[src/rtl/ssp_pkg.sv]
`timescale 1ns / 1ps
`default_nettype none

package ssp_pkg;

  typedef enum logic [1:0] {
    REQ_SET_GOAL = 2'd0,
    REQ_TICK     = 2'd1,
    REQ_RAW      = 2'd2,
    REQ_INIT     = 2'd3
  } req_t;

  typedef enum logic [2:0] {
    CFG_ANGLE_OFFSET    = 3'd0,
    CFG_REST_ANGLE      = 3'd1,
    CFG_PULSE_SLOPE     = 3'd2,
    CFG_PULSE_INTERCEPT = 3'd3,
    CFG_REACH_THRESHOLD = 3'd4,
    CFG_WAIT_MS         = 3'd5
  } cfg_idx_t;

  localparam int CFG_IDX_W   = 3;
  localparam int CFG_DATA_W  = 32;

  // step = (wait_ms * slew_speed + 500) / 1000, bit-serial restoring divide
  localparam int DIVIDEND_W  = 24;
  localparam int STEP_W      = 15;
  localparam int REM_W       = 10;
  localparam int DIV_CNT_W   = 5;
  localparam logic [REM_W:0]        STEP_DIVISOR = 11'd1000;
  localparam logic [DIVIDEND_W-1:0] STEP_ROUND   = 24'd500;

endpackage

`default_nettype wire

[src/rtl/servo_slew_pwm_driver.sv]
// Channel  Handshake               Payload
// in       in_valid / in_ready     req_type goal_angle goal_ok move_speed view_mode
//                                  raw_pulse now_ms
// out      out_valid / out_ready   pulse_write pulse_us pose_estimate at_goal
//                                  in_calibration
// cfg      cfg_we                  cfg_index cfg_data
//
// Set goal, raw pulse and non-stepping ticks go from idle straight to the output state.
// Initialize and snapping ticks pass through the bit-serial pulse multiplier;
// a stepping tick first runs the bit-serial divide by 1000 and then the
// multiplier.
// Synchronous reset; one item at a time, taken only while idle. A result held
// in the output register stalls completion of the following item only.
`timescale 1ns / 1ps
`default_nettype none

module servo_slew_pwm_driver #(
  parameter int ANGLE_BITS = 16
) (
  input  wire logic                           clk,
  input  wire logic                           rst,
  input  wire logic                           cfg_we,
  input  wire logic [ssp_pkg::CFG_IDX_W-1:0]  cfg_index,
  input  wire logic [ssp_pkg::CFG_DATA_W-1:0] cfg_data,
  input  wire logic                           in_valid,
  output logic                                in_ready,
  input  wire logic [1:0]                     req_type,
  input  wire logic signed [15:0]             goal_angle,
  input  wire logic                           goal_ok,
  input  wire logic [15:0]                    move_speed,
  input  wire logic                           view_mode,
  input  wire logic [15:0]                    raw_pulse,
  input  wire logic [31:0]                    now_ms,
  output logic                                out_valid,
  input  wire logic                           out_ready,
  output logic                                pulse_write,
  output logic [15:0]                         pulse_us,
  output logic signed [15:0]                  pose_estimate,
  output logic                                at_goal,
  output logic                                in_calibration
);
  import ssp_pkg::*;

  localparam int W = ((ANGLE_BITS > 16) ? ANGLE_BITS : 16) + 2;
  localparam logic signed [W-1:0] AMAX_W =
    {{(W-ANGLE_BITS+1){1'b0}}, {(ANGLE_BITS-1){1'b1}}};
  localparam logic signed [W-1:0] AMIN_W =
    {{(W-ANGLE_BITS+1){1'b1}}, {(ANGLE_BITS-1){1'b0}}};
  localparam logic signed [W-1:0] PMAX_W = {{(W-15){1'b0}}, {15{1'b1}}};
  localparam logic signed [W-1:0] PMIN_W = {{(W-15){1'b1}}, {15{1'b0}}};

  typedef enum logic [3:0] {
    S_IDLE = 4'b0001,
    S_DIV  = 4'b0010,
    S_MUL  = 4'b0100,
    S_OUT  = 4'b1000
  } state_t;

  function automatic logic [ANGLE_BITS-1:0] sat_angle(input logic signed [W-1:0] v);
    logic [ANGLE_BITS-1:0] r;
    if (v > AMAX_W) begin
      r = AMAX_W[ANGLE_BITS-1:0];
    end else if (v < AMIN_W) begin
      r = AMIN_W[ANGLE_BITS-1:0];
    end else begin
      r = v[ANGLE_BITS-1:0];
    end
    return r;
  endfunction

  function automatic logic signed [W-1:0] sx16(input logic [15:0] v);
    return {{(W-16){v[15]}}, v};
  endfunction

  function automatic logic signed [W-1:0] sxa(input logic [ANGLE_BITS-1:0] v);
    return {{(W-ANGLE_BITS){v[ANGLE_BITS-1]}}, v};
  endfunction

  logic [15:0] angle_offset;
  logic [15:0] rest_angle;
  logic [31:0] pulse_slope;
  logic [15:0] pulse_intercept;
  logic [15:0] reach_threshold;
  logic [7:0]  wait_ms;

  state_t                state;
  logic [ANGLE_BITS-1:0] current_angle;
  logic [ANGLE_BITS-1:0] target_angle;
  logic [15:0]           slew_speed;
  logic                  paced_mode;
  logic                  calibrating_flag;
  logic [31:0]           last_step_ms;
  logic                  res_write;
  logic [15:0]           res_pulse;
  logic                  div_start;
  logic                  mul_start;
  logic                  div_done;
  logic                  mul_done;
  logic [STEP_W-1:0]     step;
  logic [15:0]           mul_pulse;

  logic signed [W-1:0]   diff;
  logic signed [W-1:0]   abs_diff;
  logic                  near;
  logic                  tick_go;
  logic [ANGLE_BITS-1:0] goal_sat;
  logic [ANGLE_BITS-1:0] rest_sat;
  logic [ANGLE_BITS-1:0] step_sat;
  logic signed [W-1:0]   step_x;
  logic signed [W-1:0]   pose_diff;
  logic [15:0]           pose_sat;
  logic [DIVIDEND_W-1:0] step_num;
  logic [31:0]           since;

  always_ff @(posedge clk) begin
    if (rst) begin
      angle_offset    <= '0;
      rest_angle      <= '0;
      pulse_slope     <= 32'd5689;
      pulse_intercept <= 16'd500;
      reach_threshold <= 16'd128;
      wait_ms         <= 8'd10;
    end else if (cfg_we) begin
      case (cfg_index)
        CFG_ANGLE_OFFSET:    angle_offset    <= cfg_data[15:0];
        CFG_REST_ANGLE:      rest_angle      <= cfg_data[15:0];
        CFG_PULSE_SLOPE:     pulse_slope     <= cfg_data;
        CFG_PULSE_INTERCEPT: pulse_intercept <= cfg_data[15:0];
        CFG_REACH_THRESHOLD: reach_threshold <= cfg_data[15:0];
        CFG_WAIT_MS:         wait_ms         <= cfg_data[7:0];
        default: ;
      endcase
    end
  end

  assign diff      = sxa(current_angle) - sxa(target_angle);
  assign abs_diff  = diff[W-1] ? -diff : diff;
  assign near      = abs_diff < {{(W-16){1'b0}}, reach_threshold};
  assign since     = now_ms - last_step_ms;
  assign tick_go   = !calibrating_flag && ((since > {24'd0, wait_ms}) || !paced_mode);
  assign goal_sat  = sat_angle(sx16(goal_angle) + sx16(angle_offset));
  assign rest_sat  = sat_angle(sx16(rest_angle) + sx16(angle_offset));
  assign step_x    = {{(W-STEP_W){1'b0}}, step};
  // goal below current angle steps downward
  assign step_sat  = sat_angle((!diff[W-1] && (diff != '0)) ?
                               sxa(current_angle) - step_x : sxa(current_angle) + step_x);
  assign pose_diff = sxa(current_angle) - sx16(angle_offset);
  assign pose_sat  = (pose_diff > PMAX_W) ? PMAX_W[15:0] :
                     (pose_diff < PMIN_W) ? PMIN_W[15:0] : pose_diff[15:0];
  assign step_num  = DIVIDEND_W'(wait_ms) * DIVIDEND_W'(slew_speed) + STEP_ROUND;
  assign in_ready  = state == S_IDLE;

  ssp_step_div u_div (
    .clk      (clk),
    .rst      (rst),
    .start    (div_start),
    .dividend (step_num),
    .done     (div_done),
    .quotient (step)
  );

  ssp_pulse_mul #(
    .ANGLE_BITS (ANGLE_BITS)
  ) u_mul (
    .clk       (clk),
    .rst       (rst),
    .start     (mul_start),
    .angle     (current_angle),
    .slope     (pulse_slope),
    .intercept (pulse_intercept),
    .done      (mul_done),
    .pulse     (mul_pulse)
  );

  always_ff @(posedge clk) begin
    if (rst) begin
      state            <= S_IDLE;
      current_angle    <= '0;
      target_angle     <= '0;
      slew_speed       <= '0;
      paced_mode       <= 1'b0;
      calibrating_flag <= 1'b0;
      last_step_ms     <= '0;
      div_start        <= 1'b0;
      mul_start        <= 1'b0;
      out_valid        <= 1'b0;
    end else begin
      div_start <= 1'b0;
      mul_start <= 1'b0;
      if (out_valid && out_ready) begin
        out_valid <= 1'b0;
      end
      case (state)
        S_IDLE: begin
          if (in_valid) begin
            res_write <= 1'b0;
            res_pulse <= '0;
            case (req_type)
              REQ_SET_GOAL: begin
                calibrating_flag <= 1'b0;
                paced_mode       <= view_mode;
                if (goal_ok) begin
                  target_angle <= goal_sat;
                  slew_speed   <= move_speed;
                end
                state <= S_OUT;
              end
              REQ_TICK: begin
                if (tick_go) begin
                  last_step_ms <= now_ms;
                  if (near) begin
                    current_angle <= target_angle;
                    mul_start     <= 1'b1;
                    state         <= S_MUL;
                  end else begin
                    div_start <= 1'b1;
                    state     <= S_DIV;
                  end
                end else begin
                  state <= S_OUT;
                end
              end
              REQ_RAW: begin
                res_write        <= 1'b1;
                res_pulse        <= raw_pulse;
                calibrating_flag <= 1'b1;
                state            <= S_OUT;
              end
              REQ_INIT: begin
                target_angle  <= rest_sat;
                current_angle <= rest_sat;
                last_step_ms  <= now_ms;
                mul_start     <= 1'b1;
                state         <= S_MUL;
              end
              default: state <= S_OUT;
            endcase
          end
        end
        S_DIV: begin
          if (div_done) begin
            current_angle <= step_sat;
            mul_start     <= 1'b1;
            state         <= S_MUL;
          end
        end
        S_MUL: begin
          if (mul_done) begin
            res_write <= 1'b1;
            res_pulse <= mul_pulse;
            state     <= S_OUT;
          end
        end
        S_OUT: begin
          if (!out_valid || out_ready) begin
            out_valid      <= 1'b1;
            pulse_write    <= res_write;
            pulse_us       <= res_pulse;
            pose_estimate  <= pose_sat;
            at_goal        <= near;
            in_calibration <= calibrating_flag;
            state          <= S_IDLE;
          end
        end
        default: state <= S_IDLE;
      endcase
    end
  end

`ifndef NO_ASSERTIONS
  a_div_done_in_div: assert property (@(posedge clk) disable iff (rst)
    div_done |-> state == S_DIV)
    else $error("divider finished outside the divide state");

  a_mul_done_in_mul: assert property (@(posedge clk) disable iff (rst)
    mul_done |-> state == S_MUL)
    else $error("multiplier finished outside the multiply state");

  a_no_pulse_zero: assert property (@(posedge clk) disable iff (rst)
    out_valid && !pulse_write |-> pulse_us == 16'd0)
    else $error("pulse width non-zero on a result without a pulse");

  a_one_at_a_time: assert property (@(posedge clk) disable iff (rst)
    in_valid && in_ready |=> !in_ready)
    else $error("second transfer taken before the first item finished");
`endif

endmodule

`default_nettype wire

[src/rtl/ssp_step_div.sv]
`timescale 1ns / 1ps
`default_nettype none

module ssp_step_div (
  input  wire logic                           clk,
  input  wire logic                           rst,
  input  wire logic                           start,
  input  wire logic [ssp_pkg::DIVIDEND_W-1:0] dividend,
  output logic                                done,
  output logic [ssp_pkg::STEP_W-1:0]          quotient
);
  import ssp_pkg::*;

  logic                  busy;
  logic [DIV_CNT_W-1:0]  cnt;
  logic [REM_W-1:0]      rem;
  logic [DIVIDEND_W-1:0] quo;
  logic [REM_W:0]        trial;
  logic                  ge;
  logic [REM_W:0]        trial_sub;

  assign trial     = {rem, quo[DIVIDEND_W-1]};
  assign ge        = trial >= STEP_DIVISOR;
  assign trial_sub = trial - STEP_DIVISOR;
  assign quotient  = quo[STEP_W-1:0];

  always_ff @(posedge clk) begin
    if (rst) begin
      busy <= 1'b0;
      done <= 1'b0;
      cnt  <= '0;
    end else begin
      done <= 1'b0;
      if (start) begin
        busy <= 1'b1;
        cnt  <= '0;
        rem  <= '0;
        quo  <= dividend;
      end else if (busy) begin
        rem <= ge ? trial_sub[REM_W-1:0] : trial[REM_W-1:0];
        quo <= {quo[DIVIDEND_W-2:0], ge};
        cnt <= cnt + 1'b1;
        if (cnt == DIV_CNT_W'(DIVIDEND_W - 1)) begin
          busy <= 1'b0;
          done <= 1'b1;
        end
      end
    end
  end

endmodule

`default_nettype wire

[src/rtl/ssp_pulse_mul.sv]
`timescale 1ns / 1ps
`default_nettype none

module ssp_pulse_mul #(
  parameter int ANGLE_BITS = 16
) (
  input  wire logic                  clk,
  input  wire logic                  rst,
  input  wire logic                  start,
  input  wire logic [ANGLE_BITS-1:0] angle,
  input  wire logic [31:0]           slope,
  input  wire logic [15:0]           intercept,
  output logic                       done,
  output logic [15:0]                pulse
);
  import ssp_pkg::*;

  localparam int CNT_W = (ANGLE_BITS > 1) ? $clog2(ANGLE_BITS) : 1;
  localparam int PW    = ANGLE_BITS + 33;

  logic                     busy;
  logic                     rnd;
  logic [CNT_W-1:0]         cnt;
  logic signed [32:0]       acc;
  logic [ANGLE_BITS-1:0]    lo;
  logic                     last;
  logic signed [32:0]       slope_x;
  logic signed [32:0]       addend;
  logic signed [32:0]       sum;
  logic [PW-1:0]            prod;
  logic [PW-1:0]            biased;

  assign last    = cnt == CNT_W'(ANGLE_BITS - 1);
  assign slope_x = {slope[31], slope};
  assign addend  = lo[0] ? (last ? -slope_x : slope_x) : '0;
  assign sum     = acc + addend;
  assign prod    = {acc, lo};
  // intercept * 65536 plus the rounding half, in one add
  assign biased  = prod + {{(PW-32){intercept[15]}}, intercept, 16'h8000};

  always_ff @(posedge clk) begin
    if (rst) begin
      busy <= 1'b0;
      rnd  <= 1'b0;
      done <= 1'b0;
      cnt  <= '0;
    end else begin
      done <= 1'b0;
      rnd  <= 1'b0;
      if (start) begin
        busy <= 1'b1;
        cnt  <= '0;
        acc  <= '0;
        lo   <= angle;
      end else if (busy) begin
        acc <= sum >>> 1;
        lo  <= {sum[0], lo[ANGLE_BITS-1:1]};
        cnt <= cnt + 1'b1;
        if (last) begin
          busy <= 1'b0;
          rnd  <= 1'b1;
        end
      end
      if (rnd) begin
        done <= 1'b1;
        if (biased[PW-1]) begin
          pulse <= '0;
        end else if (|biased[PW-2:32]) begin
          pulse <= 16'hFFFF;
        end else begin
          pulse <= biased[31:16];
        end
      end
    end
  end

endmodule

`default_nettype wire

[config.mk]
export PLATFORM = sky130hd
export DESIGN_NAME = servo_slew_pwm_driver
export DESIGN_NICKNAME = d
export VERILOG_FILES = /design/src/rtl/ssp_pkg.sv /design/src/rtl/servo_slew_pwm_driver.sv /design/src/rtl/ssp_step_div.sv /design/src/rtl/ssp_pulse_mul.sv
export SDC_FILE = /design/constraint.sdc
export NUM_CORES = 1
export LEC_CHECK = 0
export ABC_AREA = 1
export BUFFER_PORTS_ARGS = -buffer_cell sky130_fd_sc_hd__buf_4
export CAP_MARGIN = 25
export CELL_PAD_IN_SITES_DETAIL_PLACEMENT = 1
export CELL_PAD_IN_SITES_GLOBAL_PLACEMENT = 1
export CORE_AREA = 10 10 312 314
export CTS_CLUSTER_DIAMETER = 50
export DETAILED_ROUTE_END_ITERATION = 8
export DIE_AREA = 0 0 322 324
export HOLD_SLACK_MARGIN = 0.05
export PLACE_DENSITY_LB_ADDON = 0.1
export SYNTH_ARGS = -nofsm -noshare
export SYNTH_HDL_FRONTEND = slang
export SYNTH_HIERARCHICAL = 1
export SYNTH_SLANG_ARGS = --single-unit
[constraint.sdc]
create_clock -name clk -period 14.69 [get_ports clk]
set_clock_uncertainty 0.2 [all_clocks]
set_input_delay 2.938 -clock clk [delete_from_list [all_inputs] [get_ports clk]]
set_output_delay 2.938 -clock clk [all_outputs]
set_load 0.01 [all_outputs]
* Yosys cells after proc, flatten, opt, wreduce, memory -nomap -nowiden *
Cells that the tools add are included.

word-level totals
  flip-flop bits (word level) = 358
  bits in latches = 0
  memory bits (writable) = 0
  memory bits (read-only) = 0
  input bits = 124
  word-level logic and storage cells = 201
  memories kept = 0

cells by class
  add/sub/neg operators = 15
  multiply operators = 1
  div/mod/pow operators = 0
  order comparisons = 11
  eq/ne operators = 23
  shift operators = 0
  mux-type cells = 65
  bitwise logic cells = 7
  reductions and logical operators = 44

operators with widths
  cell                   count
  $mux 16                18
  $pmux 16 s2            4
  $mux 33                3
  $pmux 32 s2            1
  $add 16x16->17         3
  $gt 17x16->1 const B   3
  $lt 17x16->1 const B   3
  $sub 16x16->17         3
  $add 49x49->49         1
  $mux 24                2
  $mux 18                2
  $add 33x33->33         1
  $neg 33->33            1
  $gt 32x8->1            1
  $mux 32                1
  $sub 32x32->32         1
  $add 24x9->24 const B  1
  $mul 8x16->24          1
  $mux 1                 20
  $mux 10                2
  $mux 4                 5
  $reduce_and 4->1       5
  $gt 18x16->1 const B   1
  $lt 18x16->1           1
  39 further kinds       82

* Longest topological paths before layout *
  word-level depth = 9
  gate-level depth with buffers = 35
  gate-level depth less buffers = 33

* Cells and area by module *
Netlist, hierarchy kept.

modules (own cells, without submodules)
  module                 instances  cells an instance  area each (µm²)
  servo_slew_pwm_driver  1          3126               21464.3
  ssp_pulse_mul          1          1324               8121.5
  ssp_step_div           1          222                2029.4

* Least setup slack after synthesis *
No wires, ideal clock.

  path type = input to register
  from = input rst
  to = register at_goal, enable pin
  arrival = 5587 ps
  setup slack = 8432 ps
  cell stages on the path = 2
  path buffers = 1
  cell sequence = clkbuf_1 nor3_1

on the way
  cells in the longest elaborated chain, start to end = 2

ends and longest elaborated chain
  what                        line                          RTL
  start: declaration          servo_slew_pwm_driver.sv:21   input wire logic rst,
  $not 1->1 (no line)         --
  $reduce_and 3->1 (no line)  --
  end signal: assignment      servo_slew_pwm_driver.sv:260  at_goal <= near;
  end: declaration            servo_slew_pwm_driver.sv:39   output logic at_goal,

No other way between the ends.
A chain may end at the register's enable or synchronous reset.

* Worst setup path in the final report *
  from = input now_ms[0]
  to = register last_step_ms[24]

on the way
  cells in the longest elaborated chain, start to end = 6

ends and longest elaborated chain
  what                        line                          RTL
  start: declaration          servo_slew_pwm_driver.sv:33   input wire logic [31:0] now_ms,
  $sub 32x32->32              servo_slew_pwm_driver.sv:139  assign since = now_ms - last_step_ms;
  $gt 32x8->1                 servo_slew_pwm_driver.sv:140  assign tick_go = !calibrating_flag && ((since > {24'd0, wait_ms}) || !paced_mode);
  $logic_or 1x1->1            servo_slew_pwm_driver.sv:140
  $logic_and 1x1->1           servo_slew_pwm_driver.sv:140
  $ne 2x2->1 (no line)        --
  $reduce_and 4->1 (no line)  --
  end signal: assignment      servo_slew_pwm_driver.sv:210  last_step_ms <= now_ms;
  end signal: assignment      servo_slew_pwm_driver.sv:232  last_step_ms <= now_ms;
  end: declaration            servo_slew_pwm_driver.sv:92   logic [31:0] last_step_ms;

No other way between the ends.

==> flow_summary.json <==
{
  "final_util_pct": 39.6,
  "postSynth.asyncResetShare_pct": 0,
  "initial_core_util_pct": 34.7,
  "cts_root_buf": "clkbuf_16",
  "die_area_um2": 104000,
  "synth_area_per_cell_um2": 6.77,
  "ys_warn_count": 6,
  "tightest_slew_ns": 0.992,
  "grt_pass1_vias": 30389,
  "start_kind": "primary input",
  "drv_cap": 0,
  "total_power_mw": 5.71,
  "wl_um": 107000,
  "row_count": 111,
  "grt_first_pass_wirelength_um": 170000,
  "drc": 0,
  "grt_max_degree": 72,
  "hold_viol": 0,
  "yosysMostFrequentCell": "nand2_1",
  "cts_setup_buffers": 0,
  "cts_resized": 0,
  "yosysTopAreaCell": "nand2_1",
  "portBuffers": 160,
  "syn2layout_area_growth_pct": 14.0,
  "required_ns": 15.09,
  "die_h_um": 324,
  "hold_slack_ns": 0.202,
  "timing.final.crit_share_pct": 42.4,
  "ir_drop_v": 0.000102,
  "status": "finished clean",
  "diodes": 0,
  "critical_path_class": "in2reg",
  "slew_headroom_pct": 33.6,
  "routabilityCongestion": 0.848,
  "drt_iter0_drc": 1420,
  "cts_sinks": 357,
  "final_nets": 5259,
  "slew_violations": 0,
  "h-tree-depth": 2,
  "clock_latency_ns": 0.67,
  "antenna_found_initial": 6,
  "numCtsBuffers": 60,
  "synth_top_area_share_pct": 14.6,
  "synth-seq-cells": 357,
  "synth_area_leaders": "nand2_1 15%, edfxtp_1 14%, dfxtp_1 13%",
  "cp_max_fo": 34,
  "final.min_clock_period_ns": 6.22,
  "layout.cells.non_filler": 6023,
  "place_hpwl_um": 86700,
  "grt_overflow": 0,
  "cts.clk_slew.worst_paths_ns": 0.06,
  "detail-route-antenna-nets": 0,
  "io_pins": 161,
  "critPathArrivalTime_ns": 6.62,
  "p_per_area_nw_per_um2": 159,
  "chipWidth_um": 322,
  "drt_pass1_iterations": 4,
  "clk_path_buf_depth": 3,
  "synth_area_um2": 31600,
  "vias_per_cell": 4.89,
  "dp.cells": 5906,
  "vias": 29423,
  "setup_tns_ns": 0,
  "synth_common_cells": "1227 x nand2_1, 764 x inv_1, 495 x nor2_1, 357 x a21oi_1, 283 x o21ai_0",
  "wl_per_cell_um": 17.7,
  "grt_setup_unrepaired": "no",
  "synth_cell_types": 59,
  "leakagePower_nw": 18.4,
  "core_um2": 91100,
  "syn_inst": 4672,
  "clock.fmax_mhz": 161,
  "cts_tree": "built",
  "hold_class": "reg2reg",
  "synthFlopType": "dfxtp_1",
  "track_usage_pct": 20.4,
  "synth_edf_count": 150,
  "setup_violations": 0,
  "synthesis.nets": 5146,
  "crit_path_end_kind": "flop",
  "drive_gt1_share_pct": 8.60,
  "synth_seq_area_share_pct": 27.4,
  "holdBufCountCts": 0
}
[flip-flops by register name, indices dropped and copies added, names as in the netlist, 24 cells and up]
register	cells
u_mul/acc	32
u_div/quo	24
pulse_slope	32
last_step_ms	32
[power breakdown]
group | leakage, nW | internal, mW | switching, mW
combinational | 14.3 | 1.03 | 1.91
sequential | 3.06 | 1.21 | 0.111
clock | 1.01 | 0.879 | 0.572
total | 18.4 | 3.11 | 2.60
[critical path: stages]
cell	delay, ns
buf_4	0.11
inv_1	0.06
ha_1	0.14
inv_1	0.10
fa_1	0.48
nand2_1	0.09
inv_1	0.05
nand2_1	0.06
nand3_2	0.11
xor2_1	0.17
ha_1	0.27
nand2_1	0.05
nor2_1	0.11
nand4_1	0.09
nand2_1	0.08
nand2_1	0.05
nor2_1	0.10
nand3_1	0.07
nor2_1	0.11
nand4_1	0.08
nor2_1	0.14
nand2_1	0.09
nand3_2	0.08
nand2_2	0.36
buf_12	0.34
nand3b_1	0.10
nand2_1	0.06
nor2_1	0.12
[cells by family (layout without fill, tap and decap cells)]
logic type / count (synthesis) / count (layout) / share of synthesized area, %
AOI/OAI and AO/OA: 762 / 762 / 13.0
xor gates and xnor gates: 130 / 130 / 3.63
adders and majority gates: 350 / 350 / 16.2
buffers and inverters: 928 / 1093 / 11.5
DFF: 357 / 357 / 27.4
muxes: 2 / 2 / 0.0633
and+or+nand+nor: 2143 / 2143 / 28.3
[per-stage QoR]
stage | worst slack [ns] | instance area (um^2)
after global routing | 8.07 | 36000
after CTS | 8.47 | 36000
final | 8.47 | 36000
after global placement | 7.70 | 33800
after floorplan | 8.43 | 31600
after detailed placement | 7.77 | 33900
[cell usage in the layout, fill, tap and decap left out, types with 97 or more instances in the layout]
cell,instances
o21ai_0,282
fa_1,97
nand2_1,1227
nand3_1,185
buf_4,185
edfxtp_1,150
ha_1,253
inv_1,763
a21oi_1,355
dfxtp_1,207
nor2_1,494
[layout make-up]
| type | instances | area, um^2 |
|---|---|---|
| Fill cell | 11640 | 55100 |
| Inverter | 788 | 2960 |
| Clock buffer | 71 | 1640 |
| Sequential cell | 357 | 8650 |
| Tap cell | 1186 | 1480 |
| Clock inverter | 43 | 428 |
| Multi-Input combinational cell | 3387 | 19400 |
| Timing Repair Buffer | 191 | 1510 |
[path summary, 6_finish.rpt]
check	start	endpoint	slack, ns	cells past startpoint
worst min-delay path	res_pulse[10]	pulse_us[10]	0.20	0
worst max-delay path	now_ms[0]	last_step_ms[24]	8.47	28
worst max register to register	current_angle[1]	current_angle[15]	9.04	28
worst min register to register	res_pulse[10]	pulse_us[10]	0.20	0
[per-layer routing]
| metal | up-vias | wire length (um) | global-route usage, % |
|---|---|---|---|
| li1 | 15129 | - | - |
| met1 | 13809 | 50500 | 26.4 |
| met2 | 347 | 50200 | 35.2 |
| met3 | 136 | 3420 | 2.80 |
| met4 | 2 | 2660 | 5.21 |
| met5 | - | 19 | 0 |
Power figures use the tool's default switching activity.
